===== config.mk =====
export PLATFORM = sky130hd
export DESIGN_NAME = extended80_to_double
export DESIGN_NICKNAME = d
export VERILOG_FILES = /design/src/sv/e2d_pkg.sv /design/src/sv/extended80_to_double.sv /design/src/sv/e2d_dp.sv /design/src/sv/e2d_ctrl.sv
export SDC_FILE = /design/constraint.sdc
export NUM_CORES = 1
export LEC_CHECK = 0
export BUFFER_PORTS_ARGS = -buffer_cell sky130_fd_sc_hd__buf_2
export CORE_MARGIN = 2
export CORE_UTILIZATION = 60
export DETAILED_ROUTE_END_ITERATION = 16
export PLACE_DENSITY = 0.81
export SLEW_MARGIN = 40
export SYNTH_ARGS = -nofsm -noshare
export SYNTH_HDL_FRONTEND = slang
export SYNTH_SLANG_ARGS = --single-unit

===== constraint.sdc =====
create_clock -name clock -period 10.6 [get_ports clock]
set_input_delay 1.06 -clock clock [delete_from_list [all_inputs] [get_ports clock]]
set_output_delay 1.06 -clock clock [all_outputs]
set_load 0.05 [all_outputs]

===== src/sv/e2d_pkg.sv =====
// Package: shared types and constants of the extended-to-double converter.
package e2d_pkg;

   localparam int unsigned SIG_W  = 64;
   localparam int unsigned EXP_W  = 15;
   localparam int unsigned MANT_W = 53;
   localparam int unsigned LZ_W   = 6;
   localparam int unsigned F_W    = 18;
   localparam int unsigned STEP_W = 16;

   localparam int unsigned EXT_BIAS      = 16383;
   localparam int unsigned EXT_FRAC_BITS = 63;
   localparam int unsigned EXT_OFFSET    = EXT_BIAS + EXT_FRAC_BITS;
   localparam int unsigned ROUND_SHIFT   = SIG_W - MANT_W;

   localparam logic signed [F_W-1:0] F_SUB_MIN  = -18'sd1074;
   localparam logic signed [F_W-1:0] F_OVF_MAX  = 18'sd971;
   localparam logic signed [F_W-1:0] F_EXP_BIAS = 18'sd1075;

   typedef enum logic [2:0] {
      ST_IDLE,
      ST_NORM,
      ST_ROUND,
      ST_SCALE,
      ST_HALVE,
      ST_DONE
   } state_type;

   typedef struct packed {
      logic load;
      logic zero;
      logic norm;
      logic round;
      logic setup;
      logic finish;
      logic halve;
      logic sub;
   } cmd_type;

   typedef struct packed {
      logic sig_zero;
      logic norm_done;
      logic need_halve;
      logic halve_done;
   } status_type;

endpackage


===== src/sv/extended80_to_double.sv =====
// Top level: x87 80-bit extended value to binary64 bit pattern.
//  channel | ports                                  | dir
//  req     | req_valid req_stall req_significand    | in
//          | req_sign_exponent                      |
//  rsp     | rsp_valid rsp_stall rsp_double_bits    | out
// One word at a time: the next word is not accepted until the result is taken.
// A zero significand goes straight to the result. Otherwise the word is normalized
// by 8-bit or 1-bit shifts, rounded and scaled; subnormals then go through
// stepwise halving before the result is formed.
// Synchronous active-high reset returns the controller to idle.
// req_stall stays high from accept until the result word is taken.
module extended80_to_double (
   input  logic        clock,
   input  logic        reset,
   input  logic        req_valid,
   output logic        req_stall,
   input  logic [63:0] req_significand,
   input  logic [15:0] req_sign_exponent,
   output logic        rsp_valid,
   input  logic        rsp_stall,
   output logic [63:0] rsp_double_bits
);

   e2d_pkg::cmd_type    cmd;
   e2d_pkg::status_type status;

   e2d_ctrl u_ctrl (
      .clock     (clock),
      .reset     (reset),
      .req_valid (req_valid),
      .req_stall (req_stall),
      .rsp_valid (rsp_valid),
      .rsp_stall (rsp_stall),
      .status    (status),
      .cmd       (cmd)
   );

   e2d_dp u_dp (
      .clock             (clock),
      .cmd               (cmd),
      .req_significand   (req_significand),
      .req_sign_exponent (req_sign_exponent),
      .status            (status),
      .rsp_double_bits   (rsp_double_bits)
   );

   a_busy_while_result: assert property (@(posedge clock) disable iff (reset)
      rsp_valid |-> req_stall) else $error("input open while result pending");

   a_no_result_after_accept: assert property (@(posedge clock) disable iff (reset)
      (req_valid && !req_stall) |=> !rsp_valid) else $error("result too early");

   a_result_holds: assert property (@(posedge clock) disable iff (reset)
      (rsp_valid && rsp_stall) |=> (rsp_valid && $stable(rsp_double_bits)))
      else $error("stalled result changed");

endmodule


===== src/sv/e2d_dp.sv =====
// Datapath: normalize, round to 53 bits, scale and stepwise subnormal halving.
module e2d_dp (
   input  logic                clock,
   input  e2d_pkg::cmd_type    cmd,
   input  logic [63:0]         req_significand,
   input  logic [15:0]         req_sign_exponent,
   output e2d_pkg::status_type status,
   output logic [63:0]         rsp_double_bits
);

   logic [e2d_pkg::SIG_W-1:0]  sig_ff, sig_in;
   logic [e2d_pkg::EXP_W-1:0]  exp_ff, exp_in;
   logic                       neg_ff, neg_in;
   logic [e2d_pkg::LZ_W-1:0]   lz_ff, lz_in;
   logic [e2d_pkg::MANT_W-1:0] q_ff, q_in;
   logic signed [e2d_pkg::F_W-1:0] f_ff, f_in;
   logic [e2d_pkg::STEP_W-1:0] steps_ff, steps_in;
   logic [63:0]                res_ff, res_in;

   logic [e2d_pkg::MANT_W:0]   m_rnd;
   logic                       inc;
   logic [e2d_pkg::MANT_W-1:0] q_half;
   logic [10:0]                exp_field;

   always_comb begin
      inc   = sig_ff[10] & ((|sig_ff[9:0]) | sig_ff[11]);
      m_rnd = {1'b0, sig_ff[63:11]} + {{e2d_pkg::MANT_W{1'b0}}, inc};
      // one halving, ties to even
      q_half = {1'b0, q_ff[e2d_pkg::MANT_W-1:1]};
      if (q_ff[0] & q_half[0]) q_half = q_half + 53'd1;
      exp_field = 11'(f_ff + e2d_pkg::F_EXP_BIAS);
   end

   always_comb begin
      sig_in   = sig_ff;
      exp_in   = exp_ff;
      neg_in   = neg_ff;
      lz_in    = lz_ff;
      q_in     = q_ff;
      f_in     = f_ff;
      steps_in = steps_ff;
      res_in   = res_ff;
      if (cmd.load) begin
         sig_in = req_significand;
         exp_in = req_sign_exponent[14:0];
         neg_in = req_sign_exponent[15];
         lz_in  = '0;
      end
      if (cmd.zero) res_in = (exp_ff == '0) ? 64'd0 : {neg_ff, 63'd0};
      if (cmd.norm) begin
         if (sig_ff[63:56] == 8'd0) begin
            sig_in = {sig_ff[55:0], 8'd0};
            lz_in  = lz_ff + 6'd8;
         end else begin
            sig_in = {sig_ff[62:0], 1'b0};
            lz_in  = lz_ff + 6'd1;
         end
      end
      if (cmd.round) begin
         q_in = m_rnd[e2d_pkg::MANT_W] ? {1'b1, 52'd0} : m_rnd[e2d_pkg::MANT_W-1:0];
         f_in = $signed({3'b000, exp_ff} + 18'(e2d_pkg::ROUND_SHIFT)
                + {17'd0, m_rnd[e2d_pkg::MANT_W]} - {12'd0, lz_ff}
                - 18'(e2d_pkg::EXT_OFFSET));
      end
      if (cmd.setup) steps_in = e2d_pkg::STEP_W'(e2d_pkg::F_SUB_MIN - f_ff);
      if (cmd.finish) begin
         if (f_ff > e2d_pkg::F_OVF_MAX) res_in = {neg_ff, 11'h7FF, 52'd0};
         else                           res_in = {neg_ff, exp_field, q_ff[51:0]};
      end
      if (cmd.halve) begin
         q_in     = q_half;
         steps_in = steps_ff - 16'd1;
      end
      if (cmd.sub) res_in = {neg_ff, 10'd0, q_ff};
   end

   always_ff @(posedge clock) begin
      sig_ff   <= sig_in;
      exp_ff   <= exp_in;
      neg_ff   <= neg_in;
      lz_ff    <= lz_in;
      q_ff     <= q_in;
      f_ff     <= f_in;
      steps_ff <= steps_in;
      res_ff   <= res_in;
   end

   assign status.sig_zero   = (sig_ff == '0);
   assign status.norm_done  = sig_ff[63];
   assign status.need_halve = (f_ff < e2d_pkg::F_SUB_MIN);
   assign status.halve_done = (q_ff == '0) || (steps_ff == '0);
   assign rsp_double_bits   = res_ff;

endmodule


===== src/sv/e2d_ctrl.sv =====
// Controller: sequences one conversion through the datapath.
module e2d_ctrl (
   input  logic                clock,
   input  logic                reset,
   input  logic                req_valid,
   output logic                req_stall,
   output logic                rsp_valid,
   input  logic                rsp_stall,
   input  e2d_pkg::status_type status,
   output e2d_pkg::cmd_type    cmd
);

   e2d_pkg::state_type state_ff, state_in;

   always_comb begin
      state_in = state_ff;
      unique case (state_ff)
         e2d_pkg::ST_IDLE:  if (req_valid) state_in = e2d_pkg::ST_NORM;
         e2d_pkg::ST_NORM: begin
            if (status.sig_zero)       state_in = e2d_pkg::ST_DONE;
            else if (status.norm_done) state_in = e2d_pkg::ST_ROUND;
         end
         e2d_pkg::ST_ROUND: state_in = e2d_pkg::ST_SCALE;
         e2d_pkg::ST_SCALE: state_in = status.need_halve ? e2d_pkg::ST_HALVE
                                                         : e2d_pkg::ST_DONE;
         e2d_pkg::ST_HALVE: if (status.halve_done) state_in = e2d_pkg::ST_DONE;
         e2d_pkg::ST_DONE:  if (!rsp_stall) state_in = e2d_pkg::ST_IDLE;
         default:           state_in = e2d_pkg::ST_IDLE;
      endcase
   end

   always_comb begin
      cmd       = '0;
      req_stall = (state_ff != e2d_pkg::ST_IDLE);
      rsp_valid = (state_ff == e2d_pkg::ST_DONE);
      unique case (state_ff)
         e2d_pkg::ST_IDLE:  cmd.load = req_valid;
         e2d_pkg::ST_NORM: begin
            cmd.zero = status.sig_zero;
            cmd.norm = !status.sig_zero && !status.norm_done;
         end
         e2d_pkg::ST_ROUND: cmd.round = 1'b1;
         e2d_pkg::ST_SCALE: begin
            cmd.setup  = 1'b1;
            cmd.finish = !status.need_halve;
         end
         e2d_pkg::ST_HALVE: begin
            cmd.halve = !status.halve_done;
            cmd.sub   = status.halve_done;
         end
         default: ;
      endcase
   end

   always_ff @(posedge clock) begin
      if (reset) state_ff <= e2d_pkg::ST_IDLE;
      else       state_ff <= state_in;
   end

endmodule


### Word level (Yosys, flattened, before mapping)

Index checks and enable logic that the tools add are counted.

| operators by class | value |
|---|---|
| $add $sub $neg | 11 |
| order comparisons | 2 |
| eq/ne operators | 9 |
| multiplexer cells | 29 |
| bitwise logic cells | 3 |
| reductions and logical operators | 20 |

Operator list:

| operator | count |
|---|---|
| $mux 64 | 7 |
| $mux 53 | 4 |
| $logic_not 64->1 | 1 |
| $mux 63 | 1 |
| $add 53x1->54 | 1 |
| $add 52x1->53 const B | 1 |
| $logic_not 53->1 | 1 |
| $mux 16 | 2 |
| $add 18x1->18 | 1 |
| $gt 18x11->1 const B | 1 |
| $lt 18x12->1 const B | 1 |
| $mux 6 | 3 |
| $pmux 3 s6 | 1 |
| $sub 18x15->18 const B | 1 |
| $sub 18x6->18 | 1 |
| $add 15x4->16 const B | 1 |
| $logic_not 16->1 | 1 |
| $sub 12x16->16 const A | 1 |
| $sub 16x1->16 const B | 1 |
| $logic_not 15->1 | 1 |
| $mux 3 | 5 |
| $add 11x11->11 const B | 1 |
| $reduce_or 10->1 | 1 |
| $logic_not 8->1 | 1 |
| other kinds (19) | 34 |

| word-level totals | value |
|---|---|
| register bits | 240 |
| input bits | 84 |
| output and inout port bits | 66 |
| logic and storage cells | 84 |

### Depth between registers and ports, before layout

| logic depth | value |
|---|---|
| word-level depth | 7 |
| mapped depth | 16 |

### By module

A second synthesis with hierarchy kept.

| second synthesis, totals | value |
|---|---|
| cell total of the unflattened synthesis | 1312 |
| area total of the unflattened synthesis | 13568.0 µm² |

By module, submodules not included:

| module | instances | cells each | area each (µm²) |
|---|---|---|---|
| e2d_dp | 1 | 1278 | 13277.7 |
| e2d_ctrl | 1 | 34 | 290.3 |

### Worst setup path after synthesis

OpenSTA, ideal clock, no wires.

| path | value |
|---|---|
| path kind | register to register |
| start point | register u_dp.sig_ff[36] (netlist bit) |
| end point | register u_dp.f_ff[14] (netlist bit), data pin |
| library setup time | 0.263 ns |
| arrival time | 4.006 ns |
| data required time | 10.337 ns |
| slack | 6.331 ns |
| stages on the path, launching flop included | 16 |
| period minus slack after synthesis | 4.269 ns |
| cells stage by stage | edfxtp_1 -> clkbuf_1 -> nand4_1 -> nor4b_2 -> and3_1 -> nand4_1 -> ha_1 -> inv_1 -> ha_1 -> fa_1 -> a21o_1 -> a21oi_1 -> nor2b_1 -> o31a_1 -> or4_1 -> xnor2_1 |

| between the ends | value |
|---|---|
| longest elaborated chain between the ends | 4 |

Ends and longest elaborated chain:

| what | line | text |
|---|---|---|
| from (decl) | e2d_dp.sv:11 | `logic [e2d_pkg::SIG_W-1:0] sig_ff, sig_in;` |
| from (signal assigned) | e2d_dp.sv:78 | `sig_ff <= sig_in;` |
| $add 53x1->54 | e2d_dp.sv:27 | `m_rnd = {1'b0, sig_ff[63:11]} + {{e2d_pkg::MANT_W{1'b0}}, inc};` |
| $add 18x1->18 | e2d_dp.sv:62 | `+ {17'd0, m_rnd[e2d_pkg::MANT_W]} - {12'd0, lz_ff}` |
| $sub 18x6->18 | e2d_dp.sv:62 |  |
| $sub 18x15->18 | e2d_dp.sv:63 | `- 18'(e2d_pkg::EXT_OFFSET));` |
| to (signal assigned) | e2d_dp.sv:83 | `f_ff <= f_in;` |
| to (decl) | e2d_dp.sv:16 | `logic signed [e2d_pkg::F_W-1:0] f_ff, f_in;` |

No other way between the ends.
A chain may end at the register's enable or synchronous reset.

### Final worst setup path

| path | value |
|---|---|
| start point | register u_dp.sig_ff[13] (netlist bit) |
| end point | register u_dp.f_ff[14] (netlist bit), data pin |

The elaborated chain is that of the path after synthesis.

==> flow_metrics.tcl <==
set metrics [dict create \
    seq_area_frac_synth_pct 51.0 \
    fin_nets 1634 \
    finalClockSkew_ns 0.0197 \
    placedInstanceArea_sq_mm 0.0148 \
    num_rows 55 \
    maxCapViolations 0 \
    setup_viol_count_final 0 \
    fmax_ghz 0.213 \
    crit_required_ns 10.87 \
    cts_buffer_depth 3 \
    period_needed_ns 4.70 \
    wl_per_cell_um 19.1 \
    drt_iter0_drc 1709 \
    slew_violations 0 \
    ant_nets 0 \
    ys_async_sr_fraction_pct 0 \
    p_comb_share_pct 22.0 \
    clock_latency_ns 0.53 \
    vias 11500 \
    cts_tree "built" \
    dp_cells 1783 \
    clk_pin_slew_ns 0.06 \
    synth_adder_area_share_pct 2.31 \
    final_area_sq_mm 0.0157 \
    finalHoldViolations 0 \
    synthCells 1414 \
    antenna_found_initial 2 \
    drive_above_1_share_pct 14.4 \
    dr.pass1.iters 6 \
    grt_pass1_wl_mm 54.8 \
    end_kind "flop" \
    post_cts_buffers 0 \
    vdd_ir_drop_max_mv 0.137 \
    area_growth_pct 12.8 \
    grtUsageTotal_pct 28.3 \
    core_area_sq_mm 0.0227 \
    io_buffers 149 \
    outcome "completed" \
    overflow 0 \
    seqPwrFrac_pct 48.0 \
    critPathKind "reg -> reg" \
    synth_compound_area_share_pct 9.87 \
    tightest_slew_ns 0.776 \
    cts.repair.resized 0 \
    rsz0062_at_grt "no" \
    r2r-start "u_dp.sig_ff[13]" \
    synth_cell_type_count 60 \
    syn-num-nets 1523 \
    p_clk_share_pct 30.0 \
    cts_sinks 240 \
    swShare_pct 32.2 \
    slew_headroom_pct 47.8 \
    die_w_um 156 \
    syn_area_sq_mm 0.0139 \
    path_max_fanout 7 \
    startpoint_type "flop" \
    post-route-period-util_pct 44.4 \
    initial_core_util_pct 61.1 \
    hold_start "u_dp.rsp_double_bits[62]" \
    avgSynthCellArea_sq_um 9.82 \
    drt_wl_total_mm 34.9 \
    grt_max_degree 79 \
    yosysWarnings 0 \
    root_buffer "clkbuf_16" \
    total_power_mw 2.88 \
    met1_usage_pct 44.0 \
    synth_area_leaders "edfxtp_1 (49%), xnor2_1 (5.4%), nand2_1 (5.1%)" \
    synth-edff-count 227 \
    p_switching_mw 0.926 \
    arrival_ns 4.97 \
    yosys.area.top_type "edfxtp_1" \
    synth_top_cell_area_share_pct 49.1 \
    synthXorXnorAreaFrac_pct 9.65 \
    layout.cells.non_filler 1829 \
    dieHeight_um 156 \
    place.gp.congestion 0.929 \
    setup_tns_ns 0 \
    ys.flop_type "edfxtp_1" \
    grt_use_met3_pct 5.36 \
    holdWs_ns 0.473 \
    dp_hpwl_mm 24.8 \
    hp-class "reg -> reg" \
    layout_commonest_cell "edfxtp_1" \
    ys_ff_latch 240 \
    top_usage_layer "met1" \
    crit_path_start "u_dp.sig_ff[13]" \
    htree_num_levels 1 \
    final_cell_mix "edfxtp_1 (227), nand2_1 (186), buf_2 (149)" \
    grt_pass1_vias 10400 \
    cts-hold-fix-buffers 0 \
    p_leak_nw 5.45 \
    io_pins 150 \
    yosys.area_share.simple_pct 22.8 \
    p_int_mw 1.95 \
    grtUsageMet2_pct 40.5 \
    synthMuxAreaShare_pct 1.08 \
    numCtsBuffers 25 \
    dieArea_sq_mm 0.0244 \
    fill_cells 1705 \
    drc 0 \
    synth_top_family_by_area "simple AND/OR/NAND/NOR gates" \
    antenna_cells 0 \
    cellPowerDensity_mw_per_mm2 184 \
    vias_per_cell 6.27 \
]
[through the flow]
stage / util [%] / setup slack (ns)
CTS: 68.9 / 5.94
floorplan: - / 6.33
finish: 69.0 / 5.90
global placement: 65.1 / 6.05
detailed placement: 65.4 / 5.95
global route: 69.0 / 5.71
[state kept, by name (all words and copies together), names as in the netlist]
signal / count
u_ctrl.state_ff: 3
u_dp.exp_ff: 15
u_dp.f_ff: 18
u_dp.lz_ff: 6
u_dp.neg_ff: 1
u_dp.q_ff: 53
u_dp.rsp_double_bits: 64
u_dp.sig_ff: 64
u_dp.steps_ff: 16
[logic make-up (layout without fill, tap and decap cells)]
group,Yosys count,count (layout)
compound gates,222,222
xor+xnor,153,153
fa+ha+maj,25,25
buf+inv,119,249
flops,240,240
mux,15,15
simple gates,640,640
[final cells by class]
type | count | area, sq um | share of cell area (%)
Inverter | 40 | 150 | 0.959
Tap cell | 285 | 357 | 2.28
Clock inverter | 8 | 93.8 | 0.599
Multi-Input combinational cell | 1055 | 6410 | 41.0
Sequential cell | 240 | 7080 | 45.2
Timing Repair Buffer | 163 | 863 | 5.51
Clock buffer | 38 | 704 | 4.50
[synthesized netlist by cell type (all sizes together), types with 40 or more instances]
master  count
edfxtp    227
nand2     188
nor2      138
xnor2      85
xor2       68
and2       64
nand3      64
clkbuf     59
a31oi      55
nand4      50
a21oi      48
o21ai      45
inv        40
[critical path, cell delays in order (launching register included)]
cell      delay (ns)
edfxtp_1        0.46
and4_1          0.31
nand2_1         0.12
nor3_1          0.58
and3_1          0.30
nand4_1         0.15
ha_1            0.32
inv_1           0.05
ha_1            0.20
fa_1            0.41
a21o_1          0.19
a21oi_1         0.21
nor2b_1         0.09
o31a_1          0.32
or4_1           0.59
xnor2_1         0.15
[power by group through the flow]
stage                     Clock (mW)  Combinational (mW)  Sequential, mW
after floorplan                    0               0.407            1.41
after global placement             0               0.603            1.38
after detailed placement           0               0.619            1.39
after CTS                      0.874               0.625            1.37
after global routing           0.909               0.692            1.40
final                          0.865               0.634            1.38
[routing by layer]
metal,part of all wire [%],wire [um]
met3,11,3910
met1,43,15100
met2,43,15000
met4,2.5,869
met5,0.074,26
[path summary, 6_finish.rpt]
path                         endpoint  slack [ns]  cells past startpoint
min reg2reg  u_dp.rsp_double_bits[62]        0.47                      1
max reg2reg             u_dp.f_ff[14]        5.90                     15
max                     u_dp.f_ff[14]        5.90                     15
min          u_dp.rsp_double_bits[62]        0.47                      1
No activity file was read; power rests on OpenSTA's default activity.
